File: src/design/pjs_pkg.sv
// Shared definitions for the periodic job scheduler: field widths, mode and
// error codes, flag bit positions, and the controller/datapath command and status structs.
// No dependencies.
package pjs_pkg;

  localparam int MAX_JOBS_DEFAULT = 16;

  localparam int TIME_W   = 32;
  localparam int ID_W     = 4;
  localparam int MODE_W   = 2;
  localparam int ERR_W    = 2;
  localparam int FLAG_W   = 3;

  localparam int S_TDATA_W = 72;
  localparam int S_TUSER_W = MODE_W;
  localparam int M_TDATA_W = 8;
  localparam int M_TUSER_W = 1 + ERR_W;

  localparam logic [MODE_W-1:0] MODE_REGISTER = 2'd0;
  localparam logic [MODE_W-1:0] MODE_UPDATE   = 2'd1;
  localparam logic [MODE_W-1:0] MODE_PASS     = 2'd2;
  localparam logic [MODE_W-1:0] MODE_COMPLETE = 2'd3;

  localparam logic [ERR_W-1:0] ERR_OK    = 2'd0;
  localparam logic [ERR_W-1:0] ERR_FULL  = 2'd1;
  localparam logic [ERR_W-1:0] ERR_INDEX = 2'd2;

  localparam int FLAG_RUN   = 0;
  localparam int FLAG_STALL = 1;
  localparam int FLAG_PRIO  = 2;

  typedef struct packed {
    logic capture;
    logic reg_write;
    logic full_err;
    logic idx_err;
    logic upd_write;
    logic cpl_now;
    logic cpl_rd;
    logic cpl_add;
    logic scan_clr;
    logic scan_rd;
    logic scan_eval;
    logic none_due;
    logic pick_clr;
    logic list_rd;
    logic flag_rd;
    logic pick_eval;
    logic last_rd;
    logic remove;
    logic out_load;
  } cmd_t;

  typedef struct packed {
    logic [MODE_W-1:0] mode;
    logic              table_full;
    logic              idx_ok;
    logic              stalled;
    logic              scan_end;
    logic              due_empty;
    logic              pick_end;
  } status_t;

endpackage

File: src/design/pjs_ctrl.sv
// Sequencer of the periodic job scheduler: owns the stream handshakes and
// issues datapath commands one step at a time. Depends on pjs_pkg.
module pjs_ctrl (
  input  logic             clk,
  input  logic             rst,
  input  logic             s_tvalid,
  output logic             s_tready,
  output logic             m_tvalid,
  input  logic             m_tready,
  input  pjs_pkg::status_t status,
  output pjs_pkg::cmd_t    cmd
);
  import pjs_pkg::*;

  typedef enum logic [3:0] {
    IDLE,
    DECODE,
    SCAN_RD,
    SCAN_EVAL,
    PICK_LIST,
    PICK_FLAG,
    PICK_EVAL,
    REMOVE,
    CPL_ADD,
    DONE
  } state_t;

  state_t state;
  logic   accept;
  logic   out_free;

  assign accept   = (state == IDLE) && s_tready && s_tvalid;
  assign out_free = !m_tvalid || m_tready;

  always_comb begin
    cmd = '0;
    cmd.capture = accept;
    unique case (state)
      IDLE: begin
      end
      DECODE: begin
        unique case (status.mode)
          MODE_REGISTER: begin
            cmd.full_err  = status.table_full;
            cmd.reg_write = !status.table_full;
          end
          MODE_UPDATE: begin
            cmd.idx_err   = !status.idx_ok;
            cmd.upd_write = status.idx_ok;
          end
          MODE_PASS: begin
            cmd.scan_clr = 1'b1;
          end
          MODE_COMPLETE: begin
            cmd.idx_err = !status.idx_ok;
            cmd.cpl_now = status.idx_ok && status.stalled;
            cmd.cpl_rd  = status.idx_ok && !status.stalled;
          end
        endcase
      end
      SCAN_RD: begin
        cmd.scan_rd  = !status.scan_end;
        cmd.none_due = status.scan_end && status.due_empty;
        cmd.pick_clr = status.scan_end && !status.due_empty;
      end
      SCAN_EVAL: cmd.scan_eval = 1'b1;
      PICK_LIST: begin
        cmd.list_rd = !status.pick_end;
        cmd.last_rd = status.pick_end;
      end
      PICK_FLAG: cmd.flag_rd   = 1'b1;
      PICK_EVAL: cmd.pick_eval = 1'b1;
      REMOVE:    cmd.remove    = 1'b1;
      CPL_ADD:   cmd.cpl_add   = 1'b1;
      DONE:      cmd.out_load  = out_free;
    endcase
  end

  always_ff @(posedge clk) begin
    if (rst) begin
      state    <= IDLE;
      s_tready <= 1'b0;
      m_tvalid <= 1'b0;
    end else begin
      if (m_tvalid && m_tready) begin
        m_tvalid <= 1'b0;
      end
      unique case (state)
        IDLE: begin
          if (accept) begin
            s_tready <= 1'b0;
            state    <= DECODE;
          end else begin
            s_tready <= 1'b1;
          end
        end
        DECODE: begin
          if (status.mode == MODE_PASS) begin
            state <= SCAN_RD;
          end else if (status.mode == MODE_COMPLETE && status.idx_ok && !status.stalled) begin
            state <= CPL_ADD;
          end else begin
            state <= DONE;
          end
        end
        SCAN_RD: begin
          if (!status.scan_end) begin
            state <= SCAN_EVAL;
          end else if (status.due_empty) begin
            state <= DONE;
          end else begin
            state <= PICK_LIST;
          end
        end
        SCAN_EVAL: state <= SCAN_RD;
        PICK_LIST: begin
          if (status.pick_end) begin
            state <= REMOVE;
          end else begin
            state <= PICK_FLAG;
          end
        end
        PICK_FLAG: state <= PICK_EVAL;
        PICK_EVAL: state <= PICK_LIST;
        REMOVE:    state <= DONE;
        CPL_ADD:   state <= DONE;
        DONE: begin
          if (out_free) begin
            m_tvalid <= 1'b1;
            s_tready <= 1'b1;
            state    <= IDLE;
          end
        end
      endcase
    end
  end

endmodule

File: src/design/pjs_datapath.sv
// Datapath of the periodic job scheduler: job tables, due list and due marks,
// scan and pick counters, and the result and output registers. Depends on pjs_pkg.
module pjs_datapath #(
  parameter int MAX_JOBS = pjs_pkg::MAX_JOBS_DEFAULT
) (
  input  logic                          clk,
  input  logic                          rst,
  input  logic [pjs_pkg::S_TDATA_W-1:0] s_tdata,
  input  logic [pjs_pkg::S_TUSER_W-1:0] s_tuser,
  input  pjs_pkg::cmd_t                 cmd,
  output pjs_pkg::status_t              status,
  output logic [pjs_pkg::M_TDATA_W-1:0] m_tdata,
  output logic [pjs_pkg::M_TUSER_W-1:0] m_tuser
);
  import pjs_pkg::*;

  localparam int IW = (MAX_JOBS > 1) ? $clog2(MAX_JOBS) : 1;
  localparam int CW = $clog2(MAX_JOBS + 1);
  localparam int XW = (CW > ID_W) ? CW : ID_W;
  localparam logic [CW-1:0] MAX_CNT = CW'(MAX_JOBS);

  // Captured input item.
  logic [MODE_W-1:0] in_mode;
  logic [TIME_W-1:0] in_now;
  logic [ID_W-1:0]   in_idx;
  logic [TIME_W-1:0] in_ival;
  logic [FLAG_W-1:0] in_flags;
  logic              in_stalled;

  // Job tables and due list.
  logic [TIME_W-1:0] ival_mem [MAX_JOBS];
  logic [TIME_W-1:0] last_mem [MAX_JOBS];
  logic [FLAG_W-1:0] flag_mem [MAX_JOBS];
  logic [IW-1:0]     list_mem [MAX_JOBS];

  logic [TIME_W-1:0] ival_q;
  logic [TIME_W-1:0] last_q;
  logic [FLAG_W-1:0] flag_q;
  logic [IW-1:0]     list_q;

  logic [CW-1:0]       job_count;
  logic [CW-1:0]       due_count;
  logic [MAX_JOBS-1:0] due_mark;
  logic [CW-1:0]       k;

  // Pick trackers.
  logic          prio_found;
  logic          ps_found;
  logic          norm_found;
  logic [IW-1:0] prio_idx, ps_idx, norm_idx;
  logic [IW-1:0] prio_job, ps_job, norm_job, first_job;
  logic [IW-1:0] sel_idx, sel_job;

  // Result waiting for the output register.
  logic [ID_W-1:0]  res_id;
  logic             res_valid;
  logic [ERR_W-1:0] res_err;

  logic [IW-1:0]     idx_a;
  logic [IW-1:0]     k_a;
  logic [IW-1:0]     jc_a;
  logic [IW-1:0]     dc_a;
  logic [CW-1:0]     dc_last;
  logic [IW-1:0]     dc_last_a;
  logic [IW-1:0]     rd_addr;
  logic              rd_en;
  logic [IW-1:0]     list_addr;
  logic              list_en;
  logic [TIME_W-1:0] elapsed;
  logic              hit;

  assign idx_a     = IW'(in_idx);
  assign k_a       = k[IW-1:0];
  assign jc_a      = job_count[IW-1:0];
  assign dc_a      = due_count[IW-1:0];
  assign dc_last   = due_count - 1'b1;
  assign dc_last_a = dc_last[IW-1:0];

  assign rd_en     = cmd.scan_rd || cmd.flag_rd || cmd.cpl_rd;
  assign rd_addr   = cmd.flag_rd ? list_q : (cmd.scan_rd ? k_a : idx_a);
  assign list_en   = cmd.list_rd || cmd.last_rd;
  assign list_addr = cmd.list_rd ? k_a : dc_last_a;

  assign elapsed = in_now - last_q;
  assign hit     = flag_q[FLAG_RUN] && !due_mark[k_a] && (elapsed >= ival_q)
                   && (due_count < MAX_CNT);

  // Priority order: first plain priority entry, then last stallable priority
  // entry, then last normal entry, otherwise the head of the list.
  always_comb begin
    if (prio_found) begin
      sel_idx = prio_idx;
      sel_job = prio_job;
    end else if (ps_found) begin
      sel_idx = ps_idx;
      sel_job = ps_job;
    end else if (norm_found) begin
      sel_idx = norm_idx;
      sel_job = norm_job;
    end else begin
      sel_idx = '0;
      sel_job = first_job;
    end
  end

  always_comb begin
    status.mode       = in_mode;
    status.table_full = (job_count >= MAX_CNT);
    status.idx_ok     = (XW'(in_idx) < XW'(job_count));
    status.stalled    = in_stalled;
    status.scan_end   = (k == job_count);
    status.due_empty  = (due_count == '0);
    status.pick_end   = (k == due_count) || prio_found;
  end

  // Control state.
  always_ff @(posedge clk) begin
    if (rst) begin
      job_count  <= '0;
      due_count  <= '0;
      due_mark   <= '0;
      k          <= '0;
      prio_found <= 1'b0;
      ps_found   <= 1'b0;
      norm_found <= 1'b0;
    end else begin
      if (cmd.reg_write) begin
        job_count      <= job_count + 1'b1;
        due_mark[jc_a] <= 1'b0;
      end
      if (cmd.scan_clr || cmd.pick_clr) begin
        k <= '0;
      end
      if (cmd.scan_eval) begin
        k <= k + 1'b1;
        if (hit) begin
          due_mark[k_a] <= 1'b1;
          due_count     <= due_count + 1'b1;
        end
      end
      if (cmd.pick_clr) begin
        prio_found <= 1'b0;
        ps_found   <= 1'b0;
        norm_found <= 1'b0;
      end
      if (cmd.pick_eval) begin
        k <= k + 1'b1;
        if (flag_q[FLAG_STALL]) begin
          if (flag_q[FLAG_PRIO]) begin
            ps_found <= 1'b1;
          end
        end else if (flag_q[FLAG_PRIO]) begin
          prio_found <= 1'b1;
        end else begin
          norm_found <= 1'b1;
        end
      end
      if (cmd.remove) begin
        due_mark[sel_job] <= 1'b0;
        due_count         <= dc_last;
      end
    end
  end

  // Payload, memories and result registers.
  always_ff @(posedge clk) begin
    if (cmd.capture) begin
      in_mode    <= s_tuser[MODE_W-1:0];
      in_now     <= s_tdata[31:0];
      in_idx     <= s_tdata[35:32];
      in_ival    <= s_tdata[67:36];
      in_flags   <= s_tdata[70:68];
      in_stalled <= s_tdata[71];
    end

    if (cmd.reg_write) begin
      ival_mem[jc_a] <= '0;
      flag_mem[jc_a] <= '0;
      last_mem[jc_a] <= in_now;
    end
    if (cmd.upd_write) begin
      ival_mem[idx_a] <= in_ival;
      flag_mem[idx_a] <= in_flags;
    end
    if (cmd.cpl_now) begin
      last_mem[idx_a] <= in_now;
    end
    if (cmd.cpl_add) begin
      last_mem[idx_a] <= last_q + ival_q;
    end

    if (rd_en) begin
      ival_q <= ival_mem[rd_addr];
      last_q <= last_mem[rd_addr];
      flag_q <= flag_mem[rd_addr];
    end

    if (cmd.scan_eval && hit) begin
      list_mem[dc_a] <= k_a;
    end
    if (cmd.remove) begin
      list_mem[sel_idx] <= list_q;
    end
    if (list_en) begin
      list_q <= list_mem[list_addr];
    end

    if (cmd.pick_eval) begin
      if (k == '0) begin
        first_job <= list_q;
      end
      if (flag_q[FLAG_STALL]) begin
        if (flag_q[FLAG_PRIO]) begin
          ps_idx <= k_a;
          ps_job <= list_q;
        end
      end else if (flag_q[FLAG_PRIO]) begin
        prio_idx <= k_a;
        prio_job <= list_q;
      end else begin
        norm_idx <= k_a;
        norm_job <= list_q;
      end
    end

    if (cmd.reg_write) begin
      res_id    <= ID_W'(job_count);
      res_valid <= 1'b1;
      res_err   <= ERR_OK;
    end
    if (cmd.full_err || cmd.idx_err) begin
      res_id    <= '0;
      res_valid <= 1'b0;
      res_err   <= cmd.full_err ? ERR_FULL : ERR_INDEX;
    end
    if (cmd.upd_write || cmd.cpl_now || cmd.cpl_add || cmd.none_due) begin
      res_id    <= '0;
      res_valid <= 1'b0;
      res_err   <= ERR_OK;
    end
    if (cmd.remove) begin
      res_id    <= ID_W'(sel_job);
      res_valid <= 1'b1;
      res_err   <= ERR_OK;
    end

    if (cmd.out_load) begin
      m_tdata <= M_TDATA_W'(res_id);
      m_tuser <= {res_err, res_valid};
    end
  end

`ifndef SYNTHESIS
  a_due_within_jobs: assert property (@(posedge clk) disable iff (rst)
    due_count <= job_count)
    else $error("due list holds more entries than registered jobs");

  a_marks_match_list: assert property (@(posedge clk) disable iff (rst)
    $countones(due_mark) == int'(due_count))
    else $error("due marks disagree with due list length");

  a_jobs_bounded: assert property (@(posedge clk) disable iff (rst)
    job_count <= MAX_CNT)
    else $error("job count exceeds table depth");

  a_remove_nonempty: assert property (@(posedge clk) disable iff (rst)
    cmd.remove |-> (due_count != '0) && due_mark[sel_job])
    else $error("removal from an empty due list or of an unmarked job");
`endif

endmodule

File: src/design/periodic_job_priority_scheduler.sv
// Top level of the periodic job scheduler: joins the sequencer and the datapath.
// Depends on pjs_pkg, pjs_ctrl and pjs_datapath.
//
// Usage: each transfer on the s_ channel is one command, chosen by s_tuser
// (register job, update settings, scheduling pass, completion report). Each
// command produces exactly one transfer on the m_ channel carrying a job id,
// a job-valid flag and an error code.
// Register, update and stalled completion are finished in the decode step; an ok
// completion also adds the interval to its stored start time. A scheduling pass
// reads each registered job from the job tables and checks it, then, if any job
// is due, examines due list entries in turn (list read, flag read, compare) until
// a plain priority entry is found or the list ends, and removes the chosen one.
// One command is worked on at a time; the next input is taken as soon as the
// previous result sits in the output register, even if it has not left yet.
// If the receiver stalls, the finished result waits there and the block holds
// its next result until the output register is free.
// Reset clears the job count, the due list length and all due marks; the job
// tables need no clearing, since only registered entries are ever read.
module periodic_job_priority_scheduler #(
  parameter int MAX_JOBS = pjs_pkg::MAX_JOBS_DEFAULT
) (
  input  logic                          clk,
  input  logic                          rst,
  input  logic                          s_tvalid,
  output logic                          s_tready,
  // now[31:0], job_index[35:32], interval[67:36], running[68], may_stall[69],
  // priority_req[70], stalled[71]
  input  logic [pjs_pkg::S_TDATA_W-1:0] s_tdata,
  // mode[1:0]
  input  logic [pjs_pkg::S_TUSER_W-1:0] s_tuser,
  output logic                          m_tvalid,
  input  logic                          m_tready,
  // job_id[3:0], zero padding[7:4]
  output logic [pjs_pkg::M_TDATA_W-1:0] m_tdata,
  // job_valid[0], error[2:1]
  output logic [pjs_pkg::M_TUSER_W-1:0] m_tuser
);
  import pjs_pkg::*;

  cmd_t    cmd;
  status_t status;

  pjs_ctrl u_ctrl (
    .clk      (clk),
    .rst      (rst),
    .s_tvalid (s_tvalid),
    .s_tready (s_tready),
    .m_tvalid (m_tvalid),
    .m_tready (m_tready),
    .status   (status),
    .cmd      (cmd)
  );

  pjs_datapath #(
    .MAX_JOBS (MAX_JOBS)
  ) u_datapath (
    .clk     (clk),
    .rst     (rst),
    .s_tdata (s_tdata),
    .s_tuser (s_tuser),
    .cmd     (cmd),
    .status  (status),
    .m_tdata (m_tdata),
    .m_tuser (m_tuser)
  );

endmodule
File: config.mk
export PLATFORM = sky130hd
export DESIGN_NAME = periodic_job_priority_scheduler
export DESIGN_NICKNAME = d
export VERILOG_FILES = /design/src/design/pjs_pkg.sv /design/src/design/pjs_ctrl.sv /design/src/design/pjs_datapath.sv /design/src/design/periodic_job_priority_scheduler.sv
export SDC_FILE = /design/constraint.sdc
export NUM_CORES = 2
export LEC_CHECK = 0
export BUFFER_PORTS_ARGS = -buffer_cell sky130_fd_sc_hd__buf_4
export CORE_ASPECT_RATIO = 1.75
export CORE_MARGIN = 5
export CORE_UTILIZATION = 63
export CTS_CLUSTER_DIAMETER = 100
export CTS_CLUSTER_SIZE = 16
export DETAILED_ROUTE_END_ITERATION = 12
export MAX_ROUTING_LAYER = met4
export PLACE_DENSITY = 0.86
export SLEW_MARGIN = 10
export SYNTH_ARGS = -nofsm -noshare
export SYNTH_HDL_FRONTEND = slang
export SYNTH_SLANG_ARGS = --single-unit
File: constraint.sdc
create_clock -name clk -period 13.4 [get_ports clk]
set_input_delay 1.34 -clock clk [delete_from_list [all_inputs] [get_ports clk]]
set_output_delay 1.34 -clock clk [all_outputs]
set_load 0.05 [all_outputs]
# After elaboration in Yosys (flattened, before gate mapping)
# Memory sizes are Yosys's and may differ from the RTL's. A register that Yosys moved wholly into a read port is not among the register bits.
# Index checks and enable logic that the tools add are counted.
# word_totals
output_inout_bits	13
word_cells	238
mem_count	4
input_bits	78
register_bits	156
ramBits	1136
# op_classes
order_cmp	10
muxes	107
eq_ne	16
n_bitwise	8
reduce_logical	59
addsub	6
# memory_table
name	words	word_bits	rd	rd_ports_with_merged_regs	wr	line_no	text
u_datapath.ival_mem	16	32	1	1	1	pjs_datapath.sv:31	logic [TIME_W-1:0] ival_mem [MAX_JOBS];
u_datapath.last_mem	16	32	1	1	1	pjs_datapath.sv:32	logic [TIME_W-1:0] last_mem [MAX_JOBS];
u_datapath.list_mem	16	4	1	1	1	pjs_datapath.sv:34	logic [IW-1:0] list_mem [MAX_JOBS];
u_datapath.flag_mem	16	3	1	1	1	pjs_datapath.sv:33	logic [FLAG_W-1:0] flag_mem [MAX_JOBS];
# op_table
op	count
16-bit two-way mux	6
32-bit two-way mux	3
4-bit two-way mux	23
32-bit OR reduction	2
1-bit two-way mux	54
4-bit case mux with 9 select lines	1
32-bit adder	1
16-bit bitwise AND	2
32-bit >= comparator	1
16-bit NOT	2
32-bit subtractor	1
5-bit two-way mux	6
4-bit by 3-bit equality test with 1-bit output, second input constant	4
1-bit logical AND	16
16-bit bitwise OR	1
5-bit by 1-bit adder with 5-bit output, second input constant	3
4-bit by 5-bit < comparator with 1-bit output, second input constant	3
2-bit two-way mux	7
1-bit demux with 4-bit select	3
4-bit by 1-bit >= comparator with 1-bit output, second input constant	3
5-bit equality test	2
5-bit zero test	2
1-bit logical OR	10
3-bit AND reduction	3
26 further kinds	47

# Logic depth before layout (Yosys ltp)
# logic_depth
ltp_word	14
depth_mapped	22

# By module
# From an unflattened synthesis, not the netlist that was laid out.
# hier_totals
hier_cells	5197
hier_area_um2	67338.3
# modules_own_cells
mod	area_per_inst_um2	seq_area_each_um2	cells_each	n_inst
pjs_datapath	66786.6	40378.7	5121	1
pjs_ctrl	551.8	120.1	76	1

# Worst setup path after synthesis
# OpenSTA, ideal clock, no wires.
# synth_path
kind	reg2reg
startpoint	register u_datapath.job_count[1]
endpoint	register u_datapath.flag_q[0] (read register of u_datapath.flag_mem) (enable)
setup_ns	0.722
setup_slack_ns	3.357
required_ns	12.678
arrival_ns	9.321
period_less_slack_ns	10.043
stages_incl_launch_ff	9
path_cell_list	dfxtp_1 -> clkbuf_1 -> inv_1 -> ha_1 -> a21o_1 -> a21o_1 -> a21oi_1 -> nor2_1 -> o311ai_0
# synth_between
elab_chain_cells	5
word_cells_on_any_way	11
classes_between	order compare: 1; eq/ne: 1; mux: 5; reduce/logical: 4
# synth_lines
item	line_no	text
start: declaration	pjs_datapath.sv:41	logic [CW-1:0] job_count;
start signal: assignment	pjs_datapath.sv:128	job_count <= job_count + 1'b1;
4-bit by 5-bit < comparator with 1-bit output / 5-bit equality test (equally long branches)	pjs_datapath.sv:109, pjs_datapath.sv:111	
1-bit logical AND / 1-bit zero test (equally long branches)	pjs_ctrl.sv:57, pjs_ctrl.sv:62	
2-bit two-way mux / 1-bit two-way mux (equally long branches)	pjs_ctrl.sv:42, pjs_ctrl.sv:38	
6-bit two-way mux / 1-bit logical OR (equally long branches)	pjs_ctrl.sv:38, pjs_datapath.sv:79	
1-bit logical OR *	pjs_datapath.sv:79	assign rd_en = cmd.scan_rd || cmd.flag_rd || cmd.cpl_rd;
named net u_datapath.rd_en	pjs_datapath.sv:66	logic rd_en;
end: declaration	pjs_datapath.sv:38	logic [FLAG_W-1:0] flag_q;
# The timed path passes the listed nets; every way through them passes the cells marked *.
# A chain may end at the register's enable or synchronous reset.

# Final worst setup path
# layout_path
startpoint	register u_ctrl.state[0]
endpoint	register u_datapath.last_q[14] (read register of u_datapath.last_mem) (data pin)
# layout_between
elab_chain_cells	4
word_cells_on_any_way	10
classes_between	eq/ne: 3; mux: 5; reduce/logical: 2
# layout_lines
item	line_no	text
start: declaration	pjs_ctrl.sv:28	state_t state;
start signal: assignment	pjs_ctrl.sv:81	state <= IDLE;
start signal: assignment	pjs_ctrl.sv:92	state <= DECODE;
start signal: assignment	pjs_ctrl.sv:99	state <= SCAN_RD;
4-bit by 2-bit equality test with 1-bit output / 4-bit by 3-bit equality test with 1-bit output (equally long branches)	pjs_ctrl.sv:38	unique case (state)
1-bit two-way mux	pjs_ctrl.sv:38	
4-bit two-way mux / 1-bit logical OR (equally long branches) (2 in series)	pjs_datapath.sv:80, pjs_datapath.sv:79	
end: declaration	pjs_datapath.sv:37	logic [TIME_W-1:0] last_q;
# Parallel ways exist; a longest one is shown, timed or not.

==> impl_metrics.ini <==
[outcome]
status = finished, final reports clean

[setup_path]
critPathSlowestCell = buf_4
worstSetupEndpointType = flop
crit_type = reg -> reg
worst-endpoint-required_ns = 13.94
crit_path_start_kind = flop
crit_fanout = 73
worstReg2RegStart = u_ctrl.state[0]
max_stage_delay_ns = 0.84
path_delay_family = buffers and inverters
worstPathCellList = nand4bb_1, nor2_1, a31o_4, buf_4, buf_4, buf_4, mux2i_1, a32oi_1, o21ai_1, nor3_1
r2r_end = u_datapath.last_q[14]
r2r_slack_ns = 7.68
crit_buf_inv = 3
r2r_cells = 10
path_depth = 10
cpMostUsedCell = buf_4
critPathArrivalTime_ns = 6.25

[clock_network]
cts_tree = built
h-tree-depth = 3
clock_latency_ns = 0.72
postCtsResizedCells = 0
max-clock-path-buffers = 3
hold_buffers = 0
cts.sink_count = 1363
cts_setup_buffers = 0
cts.clk_slew.worst_paths_ns = 0.07
cts_made_buffers = 95
clockRootBuffer = clkbuf_16

[min_path]
min_to = u_datapath.m_tuser[0]
hold_path.class = reg -> reg
hold_path.startpoint = u_datapath.res_valid
hold_path_depth = 0

[route]
wirelength_um = 149000
avgViaCountPerCell = 6.81
antenna_left = 0
first_pass_iters = 6
vias = 36000
drc = 0
wl_per_cell_um = 28.1
drt_iter0_drc = 4389

[timing]
max_freq_mhz = 175
rsz0062_at_grt = no
hold_viol = 0
clock_skew_ns = 0.0315
hold-worst-slack_ns = 0.485
maxSlewViolCount = 0
finalCritPeriodShare_pct = 42.7
fin_tns_setup_ns = 0
min_period_ns = 5.72
setup_viol = 0
tightest_slew_ns = 1.23
max_slew_margin_pct = 17.1

[synth]
synth_async_sr_flop_share_pct = 0
synth-seq-cells = 1363
ys_seq_area_share_pct = 70.7
syn_inst = 4011
synth_flop_cell = edfxtp_1
synth-edff-count = 1320
yosysWarnings = 0
synth_area_per_cell_sq_um = 14.3
netlist_area_sq_mm = 0.0573
synth_cell_types = 84

[floorplanning]
core-area_sq_mm = 0.0904
die-width_um = 238
num_rows = 146
die_h_um = 409
initial_utilization_pct = 63.3
die_area_sq_mm = 0.0973
io_pins = 91

[global_routing]
antenna_found_initial = 2
gr-total-overflow = 0
first_global_vias = 35700
grt_first_pass_wirelength_um = 217000
grt_max_degree = 173
grtUsageTotal_pct = 30.8

[pwr]
vdd_drop_max_mv = 0.147
power_leakage_nw = 20.9
internal-power_w = 0.00692
combPwrFrac_pct = 18.9
powerDensity_mw_per_mm2 = 155
pwr-share-seq_pct = 53.5
p_sw_w = 0.00270
switching_share_pct = 28.1
clkPwrFrac_pct = 27.5

[placement]
dpl.cell_count = 5163
port_buffers = 86
place_congestion = 0.921
hpwlAfterDp_um = 87300

[flow_run]
cap_violations = 0

[cells_and_area]
layout.nets = 4263
drive_above_1_share_pct = 10.1
layout.cells.non_filler = 5290
syn_to_final_growth_pct = 8.44
==> area by class of cell <==
cell class / count / area [sq um]
sequential: 1363 / 40500
fill: 5722 / 28300
multi-input combinational: 2336 / 15700
clock buffer: 116 / 2480
tap: 1184 / 1480
timing repair buffer: 186 / 1420
inverter: 94 / 353
clock inverter: 6 / 110
antenna: 5 / 12.5
==> registers in the layout, summed over array words and instances (netlist names), 5 cells and up <==
signal	cells
u_datapath.job_count	5
u_datapath.due_count	5
u_datapath.last_mem	512
u_datapath.list_mem	64
u_datapath.in_ival	32
u_datapath.last_q	32
u_datapath.due_mark	16
u_datapath.flag_mem	48
u_datapath.in_now	32
u_datapath.k	5
u_datapath.ival_mem	512
u_datapath.ival_q	32
==> synthesized netlist by cell type (76+ instances only) <==
library cell / instances / share of area (%)
a21oi_1: 225 / 2.0
a32o_1: 135 / 2.4
buf_2: 86 / 0.75
clkbuf_1: 102 / 0.67
edfxtp_1: 1320 / 69
ha_1: 107 / 2.3
inv_1: 94 / 0.62
mux2i_1: 212 / 3.7
nand2_1: 653 / 4.3
nor2_1: 125 / 0.82
o21ai_0: 91 / 0.80
o21ai_1: 76 / 0.66
==> cell families (layout without fill, tap and decap cells) <==
| kind of cell | count (synthesis) | in the layout | share of synthesized area (%) |
|---|---|---|---|
| other | 1 | 9 | 0.00655 |
| XOR/XNOR | 63 | 63 | 0.964 |
| buffers and inverters | 315 | 402 | 2.41 |
| AND/OR/NAND/NOR | 1058 | 1058 | 8.28 |
| adder cells (fa/ha/maj) | 109 | 109 | 2.41 |
| multiplexers | 243 | 243 | 4.73 |
| flip-flops | 1363 | 1363 | 70.7 |
| AO/OA/AOI/OAI | 859 | 859 | 10.5 |
==> through the flow <==
| step | setup slack, ns | util, % | instance area, sq um | power (W) |
|---|---|---|---|---|
| after floorplan | 3.36 | - | 57300 | 0.00637 |
| after global placement | 7.97 | 65.8 | 59500 | 0.00696 |
| after detailed placement | 7.75 | 65.8 | 59500 | 0.00702 |
| after CTS | 7.71 | 68.6 | 62100 | 0.00961 |
| after global routing | 7.34 | 68.7 | 62100 | 0.00993 |
| final | 7.68 | 68.7 | 62100 | 0.00962 |
==> cell usage in the layout (no fill, tap or decap), types with 17 or more instances in the layout <==
master        n
buf_4       184
a21o_1       36
a22oi_1      75
clkbuf_16    96
nor3_2       32
mux2i_1     212
a211oi_1     20
edfxtp_1   1320
nor2_4       32
ha_1        107
nor2b_1      30
nand2_1     652
o21ai_1      81
nor2_1       93
mux4_2       21
clkbuf_1     20
dfxtp_1      43
o21ai_0      84
a21oi_1     225
nand4_1      18
inv_1        94
nand3_1      31
and2_1       39
xnor2_1      37
a32oi_1      69
nor3_1       64
a32o_1      135
a221oi_1     17
xor2_1       26
==> metal layers <==
metal	wire length (um)	vias up	global-route usage [%]	part of all wire, %
met3	13300	653	5.52	8.9
met1	47700	17600	33.9	32
met4	11200	0	19.4	7.6
met5	0	-	-	0
li1	-	15400	-	-
met2	76300	2321	51.6	51
==> worst register-to-register path, cell delays in order (launching register included) <==
cell,delay [ns]
dfxtp_1,0.67
nand4bb_1,0.56
nor2_1,0.46
a31o_4,0.59
buf_4,0.85
buf_4,0.74
buf_4,0.90
mux2i_1,0.27
a32oi_1,0.19
o21ai_1,0.11
nor3_1,0.23
==> worst max path at each step <==
stage                       startpoint                          to
3_5_place_dp      u_datapath.in_now[0]  u_datapath.list_mem[10][1]
4_1_cts           u_datapath.in_now[0]  u_datapath.list_mem[10][1]
3_3_place_gp           u_ctrl.state[0]       u_datapath.last_q[16]
2_1_floorplan  u_datapath.job_count[1]        u_datapath.flag_q[0]
6_report               u_ctrl.state[0]       u_datapath.last_q[14]
5_1_grt           u_datapath.in_now[0]  u_datapath.list_mem[10][3]
==> power groups by stage <==
stage	Clock, W	Combinational, W	Sequential (W)
finish	0.00265	0.00182	0.00515
floorplan	0	0.00118	0.00520
global placement	0	0.00172	0.00523
CTS	0.00266	0.00180	0.00514
detailed placement	0	0.00178	0.00524
global route	0.00283	0.00194	0.00515
No activity file was read; power rests on OpenSTA's default activity.
